## src/luf8_pkg.sv

```systemverilog
`timescale 1ns / 1ps
`default_nettype none

package luf8_pkg;

    // Widths of the item fields.
    localparam int BYTE_W = 8;
    localparam int CP_W   = 21;
    localparam int REPL_W = 7;

    // Reset value of the replacement code ('?').
    localparam logic [REPL_W-1:0] REPL_RESET = 7'd63;

    // Lead and continuation byte prefixes.
    localparam logic [2:0] LEAD2_PREFIX = 3'b110;
    localparam logic [3:0] LEAD3_PREFIX = 4'b1110;
    localparam logic [4:0] LEAD4_PREFIX = 5'b11110;
    localparam logic [1:0] CONT_PREFIX  = 2'b10;

    // Number of continuation bytes that follow each lead.
    localparam logic [1:0] PEND_NONE = 2'd0;
    localparam logic [1:0] PEND_ONE  = 2'd1;
    localparam logic [1:0] PEND_TWO  = 2'd2;
    localparam logic [1:0] PEND_THREE = 2'd3;

    // One input item.
    typedef struct packed {
        logic [BYTE_W-1:0] data_byte;
        logic              end_of_text;
    } in_item_t;

    // One result item.
    typedef struct packed {
        logic [CP_W-1:0] code_point;
        logic            replaced;
        logic            text_done;
    } out_item_t;

    // Sequence state carried from byte to byte.
    typedef struct packed {
        logic [1:0]      bytes_pending;
        logic [CP_W-1:0] partial_value;
        logic            sequence_bad;
    } dec_state_t;

    localparam dec_state_t STATE_CLEAR = '{
        bytes_pending: PEND_NONE,
        partial_value: '0,
        sequence_bad:  1'b0
    };

endpackage

`default_nettype wire

```

## src/luf8_in_reg.sv

```systemverilog
`timescale 1ns / 1ps
`default_nettype none

module luf8_in_reg (
    input  wire logic              clk,
    input  wire logic              rst_n,
    input  wire logic              in_valid,
    output logic                   in_ready,
    input  wire luf8_pkg::in_item_t in_data,
    input  wire logic              advance,
    output logic                   held_valid,
    output luf8_pkg::in_item_t     held_data
);
    import luf8_pkg::*;

    logic     valid_reg;
    logic     valid_next;
    in_item_t data_reg;

    // The register takes a new item when empty or when its item moves on.
    assign in_ready = !valid_reg || advance;

    always_comb
    begin
        valid_next = valid_reg;
        if (in_ready)
        begin
            valid_next = in_valid;
        end
    end

    always_ff @(posedge clk or negedge rst_n)
    begin
        if (!rst_n)
        begin
            valid_reg <= 1'b0;
        end
        else
        begin
            valid_reg <= valid_next;
        end
    end

    // Payload needs no reset.
    always_ff @(posedge clk)
    begin
        if (in_valid && in_ready)
        begin
            data_reg <= in_data;
        end
    end

    assign held_valid = valid_reg;
    assign held_data  = data_reg;

endmodule

`default_nettype wire

```

## src/luf8_step.sv

```systemverilog
`timescale 1ns / 1ps
`default_nettype none

module luf8_step (
    input  wire luf8_pkg::in_item_t   item,
    input  wire luf8_pkg::dec_state_t state_cur,
    input  wire logic [luf8_pkg::REPL_W-1:0] repl_code,
    output luf8_pkg::dec_state_t      state_next,
    output logic                      emit,
    output luf8_pkg::out_item_t       result
);
    import luf8_pkg::*;

    logic [BYTE_W-1:0] b;
    logic              last;
    logic [CP_W-1:0]   repl_cp;
    logic [CP_W-1:0]   shifted;
    logic [1:0]        pend_dec;
    logic              bad_now;

    assign b        = item.data_byte;
    assign last     = item.end_of_text;
    assign repl_cp  = {{(CP_W-REPL_W){1'b0}}, repl_code};
    assign shifted  = {state_cur.partial_value[CP_W-7:0], b[5:0]};
    assign pend_dec = state_cur.bytes_pending - 2'd1;
    assign bad_now  = state_cur.sequence_bad || (b[7:6] != CONT_PREFIX);

    // One byte of the decode: classify, gather bits, decide on a result.
    always_comb
    begin
        state_next        = state_cur;
        emit              = 1'b0;
        result.code_point = repl_cp;
        result.replaced   = 1'b1;
        result.text_done  = last;

        if (state_cur.bytes_pending == PEND_NONE)
        begin
            // Start of a sequence.
            priority if (!b[7])
            begin
                state_next        = STATE_CLEAR;
                emit              = 1'b1;
                result.code_point = {{(CP_W-BYTE_W){1'b0}}, b};
                result.replaced   = 1'b0;
            end
            else if (b[7:5] == LEAD2_PREFIX)
            begin
                state_next.bytes_pending = PEND_ONE;
                state_next.partial_value = {{(CP_W-5){1'b0}}, b[4:0]};
                state_next.sequence_bad  = 1'b0;
            end
            else if (b[7:4] == LEAD3_PREFIX)
            begin
                state_next.bytes_pending = PEND_TWO;
                state_next.partial_value = {{(CP_W-4){1'b0}}, b[3:0]};
                state_next.sequence_bad  = 1'b0;
            end
            else if (b[7:3] == LEAD4_PREFIX)
            begin
                state_next.bytes_pending = PEND_THREE;
                state_next.partial_value = {{(CP_W-3){1'b0}}, b[2:0]};
                state_next.sequence_bad  = 1'b0;
            end
            else
            begin
                // Stray continuation byte or an invalid lead.
                state_next = STATE_CLEAR;
                emit       = 1'b1;
            end

            // A lead that closes the text is a truncated sequence.
            if (b[7] && (b[6] && !(b[5] && b[4] && b[3])) && last)
            begin
                state_next = STATE_CLEAR;
                emit       = 1'b1;
            end
        end
        else
        begin
            // Continuation slot: the byte is always consumed.
            state_next.bytes_pending = pend_dec;
            state_next.partial_value = shifted;
            state_next.sequence_bad  = bad_now;
            if (pend_dec == PEND_NONE)
            begin
                state_next        = STATE_CLEAR;
                emit              = 1'b1;
                result.code_point = bad_now ? repl_cp : shifted;
                result.replaced   = bad_now;
            end
            else if (last)
            begin
                state_next = STATE_CLEAR;
                emit       = 1'b1;
            end
        end
    end

endmodule

`default_nettype wire

```

## src/lenient_utf8_decoder_top.sv

```systemverilog
// A byte waits in the input register; its result is held in the result register.
// Throughput: one byte per cycle unless out_ready stalls; the input register and the
// result register part the two sides, and the sequence state update sets the rate.
// Reset (rst_n, asynchronous, active low) empties both registers, clears the
// sequence state and sets the replacement code to 63.
`timescale 1ns / 1ps
`default_nettype none

module lenient_utf8_decoder_top (
    input  wire logic                          clk,
    input  wire logic                          rst_n,
    input  wire logic                          in_valid,
    output logic                               in_ready,
    input  wire luf8_pkg::in_item_t            in_data,
    output logic                               out_valid,
    input  wire logic                          out_ready,
    output luf8_pkg::out_item_t                out_data,
    input  wire logic                          cfg_wr_en,
    input  wire logic [luf8_pkg::REPL_W-1:0]   cfg_wr_data
);
    import luf8_pkg::*;

    logic              held_valid;
    in_item_t          held_data;
    logic              advance;
    dec_state_t        state_reg;
    dec_state_t        state_next;
    logic              step_emit;
    out_item_t         step_result;
    logic [REPL_W-1:0] repl_reg;
    logic              out_valid_reg;
    logic              out_valid_next;
    out_item_t         out_data_reg;

    // The held byte is decoded when the result register is free or draining.
    assign advance = held_valid && (!out_valid_reg || out_ready);

    luf8_in_reg u_in_reg (
        .clk        (clk),
        .rst_n      (rst_n),
        .in_valid   (in_valid),
        .in_ready   (in_ready),
        .in_data    (in_data),
        .advance    (advance),
        .held_valid (held_valid),
        .held_data  (held_data)
    );

    luf8_step u_step (
        .item       (held_data),
        .state_cur  (state_reg),
        .repl_code  (repl_reg),
        .state_next (state_next),
        .emit       (step_emit),
        .result     (step_result)
    );

    // Sequence state and replacement code.
    always_ff @(posedge clk or negedge rst_n)
    begin
        if (!rst_n)
        begin
            state_reg <= STATE_CLEAR;
            repl_reg  <= REPL_RESET;
        end
        else
        begin
            if (advance)
            begin
                state_reg <= state_next;
            end
            if (cfg_wr_en)
            begin
                repl_reg <= cfg_wr_data;
            end
        end
    end

    // Result register valid flag.
    always_comb
    begin
        if (advance)
        begin
            out_valid_next = step_emit;
        end
        else
        begin
            out_valid_next = out_valid_reg && !out_ready;
        end
    end

    always_ff @(posedge clk or negedge rst_n)
    begin
        if (!rst_n)
        begin
            out_valid_reg <= 1'b0;
        end
        else
        begin
            out_valid_reg <= out_valid_next;
        end
    end

    always_ff @(posedge clk)
    begin
        if (advance && step_emit)
        begin
            out_data_reg <= step_result;
        end
    end

    assign out_valid = out_valid_reg;
    assign out_data  = out_data_reg;

endmodule

`default_nettype wire

```

## config.mk

```make
export PLATFORM = sky130hd
export DESIGN_NAME = lenient_utf8_decoder_top
export DESIGN_NICKNAME = d
export VERILOG_FILES = /design/src/luf8_pkg.sv /design/src/luf8_in_reg.sv /design/src/luf8_step.sv /design/src/lenient_utf8_decoder_top.sv
export SDC_FILE = /design/constraint.sdc
export NUM_CORES = 1
export LEC_CHECK = 0
export ABC_AREA = 1
export BUFFER_PORTS_ARGS = -buffer_cell sky130_fd_sc_hd__buf_2
export CORE_MARGIN = 2
export CORE_UTILIZATION = 25
export DETAILED_ROUTE_END_ITERATION = 16
export SYNTH_ARGS = -nofsm -noshare
export SYNTH_HDL_FRONTEND = slang
export SYNTH_SLANG_ARGS = --single-unit
```

## constraint.sdc

```tcl
create_clock -name clk -period 1.85 [get_ports clk]
set_input_delay 0 -clock clk [delete_from_list [all_inputs] [get_ports clk]]
set_output_delay 0 -clock clk [all_outputs]
set_load 0.02 [all_outputs]
```

# --- Word-level counts from Yosys, hierarchy flattened ---
# Index checks and enable logic that the tools add are counted.
word_totals:
  reg_bits: 59
  inputBits: 21
  out_inout_bits: 25
  elab_cells: 55
classes:
  n_addsub: 1
  eq_ne: 4
  n_mux: 21
  n_reduce_logical: 18
op_table:
  columns: ["operator", "n"]
  rows:
  - ["2-to-1 mux 24 bit", 8]
  - ["2-to-1 mux 22 bit", 2]
  - ["2-to-1 mux 21 bit", 1]
  - ["logical AND 1 bit", 9]
  - ["2-to-1 mux 1 bit", 9]
  - ["2-to-1 mux 8 bit", 1]
  - ["equality test 5 bit (second input constant)", 1]
  - ["equality test 4 bit (second input constant)", 1]
  - ["zero test 1 bit", 4]
  - ["zero test 2 bit", 2]
  - ["equality test 3 bit (second input constant)", 1]
  - ["logical OR 1 bit", 3]
  - ["!= test 2 bit (second input constant)", 1]
  - ["subtractor 2 x 1 -> 2 bit (second input constant)", 1]

# --- Depth between registers and ports, before layout ---
# Gate-level depths: netlist (run 1).
logic_depth:
  depth_word: 9
  depth_mapped: 9

# --- Hierarchy ---
# Synthesis (run 1) repeated with hierarchy kept, for this count alone.
unflattened:
  hier_cells: 303
  hier_area_um2: 2941.6
by_module_without_submodules:
  columns: ["module", "instances", "cells_per_inst", "area_each_um2"]
  rows:
  - ["lenient_utf8_decoder_top", 1, 164, 2042.0]
  - ["luf8_step", 1, 124, 584.3]
  - ["luf8_in_reg", 1, 15, 315.3]

# --- Least setup slack after synthesis (run 1) ---
# No wires, ideal clock.
synth_timing:
  path_type: "reg-to-reg"
  from: "register state_reg[22] in the netlist's numbering"
  to: "register out_data_reg, in the netlist out_data[0] (enable)"
  arrival_ns: 1.575
  required_ns: 1.472
  slack_ns: -0.103
  path_stages_with_launch: 9
  synth_period_minus_slack_ns: 1.953
  path_cell_list: "dfrtp_1 -> inv_1 -> ha_1 -> buf_6 -> inv_6 -> o21ai_0 -> nand2_1 -> nand2_1 -> inv_1"
synth_via:
  elab_chain_cells: 5
  elab_cells_between_ends: 6
synth_rtl:
  columns: ["item", "line_no", "rtl"]
  rows:
  - ["start, declared", "lenient_utf8_decoder_top.sv:26", "dec_state_t state_reg;"]
  - ["start signal, assigned", "lenient_utf8_decoder_top.sv:70", "state_reg <= state_next;"]
  - ["subtractor 2 x 1 -> 2 bit", "luf8_step.sv:25", "assign pend_dec = state_cur.bytes_pending - 2'd1;"]
  - ["zero test 2 bit", "luf8_step.sv:85", "if (pend_dec == PEND_NONE)"]
  - ["2-to-1 mux 1 bit", "luf8_step.sv:85", null]
  - ["2-to-1 mux 1 bit *", "luf8_step.sv:37", "if (state_cur.bytes_pending == PEND_NONE)"]
  - ["logical AND 1 bit *", "lenient_utf8_decoder_top.sv:106", "if (advance && step_emit)"]
  - ["end signal, assigned", "lenient_utf8_decoder_top.sv:108", "out_data_reg <= step_result;"]
  - ["end, declared", "lenient_utf8_decoder_top.sv:33", "out_item_t out_data_reg;"]
# Every way passes the cells marked *; elsewhere a longest branch is shown, timed or not.
# A chain may end at the register's enable or synchronous reset.

# --- Worst setup path after layout (run 1) ---
layout_timing:
  from: "register state_reg[22] in the netlist's numbering"
  to: "register out_data_reg, in the netlist out_data[18] (enable)"
# The elaborated chain is that of the path after synthesis.

==> key figures, run 1 <==
Status
  – Run status: complete, no violations

Timing
  – Fin Clk Skew: 0.00572 ns
  – Transition time at the pin with the least slew margin: 0.642 ns
  – Max-slew violation count: 0
  – Setup repair after global routing missed its margin: no
  – Final Critical Period: 1.68 ns
  – Total count of hold-check failures in the final report: 0
  – Total Neg Setup Slack: 0 ns
  – Setup-failing EPs final: 0
  – Worst-case headroom to the max-slew limit: 57.2%
  – Max Fclk: 594 MHz
  – Fraction of the cycle the final worst path needs: 91.0%
  – Hold slack final: 0.0680 ns

Global route
  – All-Layer GR Usage: 10.1%
  – Number of antenna violations at the first check in global routing: 0
  – Largest net degree at the start of global routing: 28
  – Wire length of the first global-routing pass: 8640 um
  – Number of global-route vias before repair: 1817
  – GR Overflow Total: 0

Cells and area
  – Most frequent standard cell in the layout excluding fill and tap cells: nand2_1
  – Highest-count cells in the layout ignoring fill and taps: nand2_1, buf_2, inv_1, edfxtp_1
  – Share of layout cells above drive strength 1: 32.3%
  – Diode insertion count for antenna repair: 0
  – Area added between synthesis and finish: 32.9%
  – Post-layout instance count excluding filler cells: 443
  – Final layout net count: 328
  – Filler cell count: 1014
  – Area used by multi-input combinational logic: 717 um2
  – Max reg flops: 23
  – Sequential Area: 1640 um2

Clock network
  – Clk pin slew, worst setup/hold paths: 0.06 ns
  – Clock buffer count from CTS: 9
  – CTS Buffer Depth: 2
  – CTS tree: yes
  – Post CTS Setup Buffer Count: 0
  – Count of H-tree levels built during CTS: 3
  – Sink count of the clock tree: 59
  – Root buffer cell: clkbuf_8
  – Worst-skew pair later-pin latency: 0.33 ns

Detailed routing
  – Vias per inst: 3.94
  – DRC: 0
  – Length of the first detailed-routing pass in iterations: 4
  – Average wire per standard cell: 11.4 um
  – DR WL met2: 2400 um
  – Vias post-DR: 1747
  – Final wirelength: 5050 um
  – Post-route met1 wirelength: 2340 um
  – Antenna Violating Nets Remaining: 0
  – Length of routed met3 wiring: 271 um
  – Number of DRC markers in iteration 0: 81
  – Highest Signal Layer: met4

Logic synthesis
  – Post-Syn Area: 2550 um2
  – Number of synthesis warnings: 0
  – Xor and xnor area share after synthesis: 0%
  – Sequential area share after synthesis: 64.5%
  – Post-synthesis adder-cell area fraction: 0.982%
  – Biggest area consumer among synthesized cells: edfxtp_1
  – Number of distinct standard cells referenced by the synthesized netlist: 25
  – Top post-synthesis cells by area: edfxtp_1, dfrtp_1, nand2_1, dfstp_2, o22ai_2
  – Syn Nets: 248
  – Mean instance size in the synthesized netlist: 11.3 um2
  – Cell count after synthesis: 225
  – Area share of the largest cell type after synthesis: 37.7%
  – Share of synthesized area spent on multiplexers: 2.21%
  – Dominant combinational cell family by area after synthesis: simple AND/OR/NAND/NOR gates
  – Synthesized-area fraction occupied by ao, oa, aoi and oai cells: 8.10%
  – Number of synthesized register bits: 59
  – Area share of and/or/nand/nor cells after synthesis: 16.8%

Floorplan
  – Total Die Area: 11000 um2
  – Rows: 36
  – Starting Density: 26.0%
  – Count of boundary I/O pins: 46
  – Placeable core area: 9820 um2
  – Die boundary width: 105 um
  – Vertical die dimension: 105 um

Pwr
  – Power after layout: 4.89 mW
  – Leakage component of the power: 1.48 nW
  – Power per Cell Area: 1440 nW/um2
  – IR Drop Worst-Case VDD: 0.742 mV

Placement
  – Number of input and output port buffers inserted: 45
  – Total placed cells including tap cells: 405
  – Final HPWL DP: 3520 um
  – Placer's final routability congestion estimate: 0.872

Setup path
  – Reg-to-reg setup timing slack: 0.17 ns
  – Sort of element at the start of the critical path: flip-flop
  – Endpoint required time on the critical path: 1.88 ns
  – Class of the most critical setup path: reg2reg
  – Worst setup EP type: flip-flop
  – Arrival time at the worst endpoint: 1.71 ns
  – Crit-path max FO: 14

Flow run
  – Maximum Capacitance Violations: 0

Min path
  – Kind of path behind the tightest hold check: in2reg
==> synth_stat cells <==
cell and number:
nand2_1 50, inv_1 33, edfxtp_1 32, nor2_1 22, dfrtp_1 21, o22ai_2 10
nand3_1 8, o21ai_0 8, dfstp_2 6, a21oi_1 5, mux2_2 5, buf_6 3
inv_2 3, nand2_2 3, nand4_1 3, buf_2 2, ha_1 2, nor3_1 2
inv_6 1, nand2_4 1, nand3b_4 1, nand4_4 1, nor2_4 1, nor3b_1 1
o21ai_4 1
==> cell type report <==
class / instances / share of cell area (%)
flip-flops and latches: 59 / 48.5
multi-input cells: 124 / 21.2
repair buffers: 74 / 14.8
clock buffers: 16 / 6.24
well taps: 133 / 4.91
inverters: 37 / 4.36
==> layer usage <==
| layer | up-vias | track usage (%) |
|---|---|---|
| li1 | 895 | - |
| met1 | 793 | 12.0 |
| met2 | 53 | 16.7 |
| met3 | 6 | 3.74 |
| met4 | 0 | 3.52 |
| met5 | - | 0 |
==> worst paths after layout <==
check / start / endpoint / cells past startpoint
worst min register to register: state_reg[5] / state_reg[5] / 2
worst max register to register: state_reg[22] / out_data[18] / 8
worst min-delay path: out_ready / out_valid / 4
worst max-delay path: state_reg[22] / out_data[18] / 8
min in group asynchronous: rst_n / repl_reg[6] / 2
max in group asynchronous: rst_n / state_reg[10] / 2
==> power by group <==
part           total [mW]  leakage [nW]  internal, mW  switching [mW]
sequential           1.97         0.653          1.84           0.131
clock                1.19         0.108         0.716           0.471
combinational        1.73         0.719         0.590            1.14
==> per-stage QoR <==
step                      setup slack, ns  area (um2)  utilization, %
after floorplan                    0.0165        2550               -
after global placement              0.188        2950            30.1
after detailed placement            0.142        2950            30.1
after CTS                           0.113        3380            34.5
after global routing               0.0278        3390            34.5
final                               0.167        3390            34.5
==> logic make-up after synthesis <==
kind of cell,Yosys count
multiplexers,5
AND/OR/NAND/NOR,93
adder cells (fa/ha/maj),2
flip-flops,59
AO/OA/AOI/OAI,24
buffers and inverters,42
==> what timing repair did <==
item	4_1_cts	5_1_grt
setup endpoints to repair	0	14
hold buffers	22	0
hold endpoints to repair	38	0
gates resized for setup	0	1
==> worst max-delay path, stage by stage, from the launching register on <==
cell        delay, ns
dfrtp_1          0.39
inv_1            0.06
ha_1             0.27
inv_6            0.11
o21ai_0          0.10
nand2_1          0.08
nand2_1          0.11
clkinvlp_4       0.10
buf_6            0.17
No activity file was read; power rests on OpenSTA's default activity.
==> run 2: changes to the inputs <==
Settings changed: ABC_AREA 1 to default.
==> run 2 against run 1 <==
  * Global-route usage increased by 0.37 points
  * Die area decreased by 6.6%
  * Core utilization increased by 0.65 points
  * Sequential share of layout area increased by 2.1 points
  * Clock power increased by 22%
  * Sequential power decreased by 5%
  * Routed wire length decreased by 4.3%
  * First-iteration DRC count decreased by 8.6%
  * Fmax decreased by 3.9%
  * Via count decreased by 15%
  * Flip-flop and latch count unchanged
  * Total power decreased by 9.2%
  * Largest cell class unchanged
==> key figures, run 2 <==
Status
  – Run status: complete, no violations

Timing
  – Total Neg Setup Slack: 0 ns
  – Worst-case headroom to the max-slew limit: 56.0%
  – Max Fclk: 571 MHz
  – Setup repair after global routing missed its margin: no
  – Transition time at the pin with the least slew margin: 0.660 ns
  – Fraction of the cycle the final worst path needs: 94.7%
  – Total count of hold-check failures in the final report: 0
  – Final Critical Period: 1.75 ns
  – Fin Clk Skew: 0.00830 ns
  – Hold slack final: 0.0608 ns
  – Setup-failing EPs final: 0
  – Max-slew violation count: 0

Setup path
  – Arrival time at the worst endpoint: 1.84 ns
  – Crit-path max FO: 8
  – Sort of element at the start of the critical path: flip-flop
  – Class of the most critical setup path: reg2reg
  – Worst R2R Path Depth: 4
  – Worst setup EP type: flip-flop
  – Endpoint required time on the critical path: 1.94 ns
  – Reg-to-reg setup timing slack: 0.1 ns

Global route
  – All-Layer GR Usage: 10.4%
  – Number of antenna violations at the first check in global routing: 0
  – Largest net degree at the start of global routing: 28
  – GR Overflow Total: 0
  – Wire length of the first global-routing pass: 7880 um
  – Number of global-route vias before repair: 1516

Cells and area
  – Design area: 3250 um2
  – Share of layout cells above drive strength 1: 40.4%
  – Area added between synthesis and finish: 36.8%
  – Filler cell count: 924
  – Post-route core utilization: 35.2%
  – Most frequent standard cell in the layout excluding fill and tap cells: buf_2
  – Diode insertion count for antenna repair: 0
  – Final layout net count: 253
  – Highest-count cells in the layout ignoring fill and taps: buf_2, edfxtp_1, dlygate4sd3_1, dfrtp_1, and2_1
  – Max reg flops: 23

Logic synthesis
  – Fraction of registers with async set or reset after synthesis: 45.8%
  – Syn Nets: 177
  – Top post-synthesis cells by area: edfxtp_1, dfrtp_1, dfstp_2, mux2_2, a22o_1
  – Most instantiated cells after synthesis: edfxtp_1, dfrtp_1, and2_1
  – Biggest area consumer among synthesized cells: edfxtp_1
  – Top_reg_cell synth: edfxtp_1
  – Number of distinct standard cells referenced by the synthesized netlist: 38
  – Number of synthesis warnings: 0
  – Number of enable flip-flop cells after synthesis: 32
  – Number of synthesized register bits: 59
  – Post-Syn Area: 2370 um2
  – Area share of the largest cell type after synthesis: 40.5%
  – Mean instance size in the synthesized netlist: 15.4 um2
  – Sequential area share after synthesis: 69.2%
  – Most common cell in the synthesized netlist: edfxtp_1
  – Cell count after synthesis: 154

Pwr
  – Pint: 3.17 mW
  – Switching power share of the total: 28.6%
  – Power per Cell Area: 1370 nW/um2
  – Total net switching power: 1.27 mW
  – Leakage component of the power: 1.35 nW
  – Flop pwr share: 42.3%
  – Power after layout: 4.44 mW
  – Comb power frac: 25.1%
  – Portion of total power attributed to the clock network: 32.6%
  – IR Drop Worst-Case VDD: 0.638 mV

Min path
  – Depth of the worst hold-timing path: 2
  – Kind of path behind the tightest hold check: in2reg

Detailed routing
  – Length of routed met3 wiring: 280 um
  – Number of DRC markers in iteration 0: 74
  – Vias per inst: 4.08
  – DR WL met2: 2270 um
  – Antenna Violating Nets Remaining: 0
  – Highest Signal Layer: met4
  – DRC: 0
  – Post-route met1 wirelength: 2260 um
  – Length of the first detailed-routing pass in iterations: 4
  – Vias post-DR: 1486
  – Average wire per standard cell: 13.3 um
  – Final wirelength: 4830 um

Floorplan
  – Count of boundary I/O pins: 46
  – Placeable core area: 9240 um2
  – Starting Density: 25.7%
  – Rows: 35
  – Die boundary width: 101 um
  – Total Die Area: 10300 um2
  – Vertical die dimension: 101 um

Clock network
  – Sink count of the clock tree: 59
  – CTS Buffer Depth: 2
  – Post CTS Setup Buffer Count: 0
  – Root buffer cell: clkbuf_8
  – Clk pin slew, worst setup/hold paths: 0.06 ns
  – Count of H-tree levels built during CTS: 3
  – Number of cells upsized or downsized after cts: 0
  – Clock buffer count from CTS: 9
  – CTS tree: yes
  – Worst-skew pair later-pin latency: 0.34 ns

Flow run
  – Maximum Capacitance Violations: 0

Placement
  – Number of input and output port buffers inserted: 45
  – Placer's final routability congestion estimate: 0.755
  – Area of placed instances: 2790 um2
  – Final HPWL DP: 3230 um
==> run 2: cell types whose count changed after synthesis, sizes merged, moves of 10 or more <==
cell / change
nor2: -22
inv: -34
a22o: +11
and2: +15
o22ai: -10
nand2: -48
==> run 2: cells by family after synthesis <==
kind of cell    after synthesis  synth area share, %
compound gates               30                 10.5
fa+ha+maj                     2                 1.05
buf+inv                      10                 2.37
flops                        59                 69.2
mux                          12                 5.69
simple gates                 41                 11.2
==> run 2: metrics by stage <==
stage | cells | worst slack, ns
finish | 364 | 0.0985
global route | 364 | 0.0163
CTS | 364 | 0.0959
detailed placement | 327 | 0.102
global placement | 327 | 0.165
floorplan | 154 | -0.0759
==> run 2: power groups by stage <==
stage | registers, mW | logic [mW] | clock network, mW
final | 1.88 | 1.12 | 1.45
after global routing | 1.91 | 1.21 | 1.55
after CTS | 1.88 | 1.13 | 1.48
after detailed placement | 1.90 | 1.09 | 0
after global placement | 1.90 | 1.07 | 0
after floorplan | 2.04 | 0.599 | 0
==> run 2: cell type report <==
cell class	instances	area [um2]	area share [%]
Multi-Input combinational cell	85	688	21.2
Clock buffer	11	151	4.66
Inverter	3	11.3	0.347
Tap cell	129	161	4.97
Timing Repair Buffer	72	493	15.2
Clock inverter	5	98.8	3.04
Sequential cell	59	1640	50.6
==> run 2: what timing repair did <==
item / 4_1_cts / 5_1_grt
hold endpoints to repair: 39 / 0
hold buffers: 21 / 0
endpoints found under the setup margin: 0 / 0
==> run 2: final timing paths <==
| check | start | to |
|---|---|---|
| min reg2reg | state_reg[15] | state_reg[15] |
| max in group asynchronous | rst_n | state_reg[12] |
| min | cfg_wr_en | repl_reg[3] |
| min in group asynchronous | rst_n | repl_reg[6] |
| max reg2reg | state_reg[22] | out_data[6] |
| max | state_reg[22] | out_data[6] |
==> run 2: per-layer routing <==
layer | global-route usage (%) | vias up
li1 | - | 730
met1 | 13.6 | 708
met2 | 15.4 | 46
met3 | 5.11 | 2
met4 | 3.12 | 0
met5 | 0 | -
==> run 2: critical path, cell delays in order, from the launching register on <==
cell,delay [ns]
dfrtp_1,0.40
ha_1,0.25
and4bb_4,0.22
o21ai_4,0.25
mux2_2,0.37
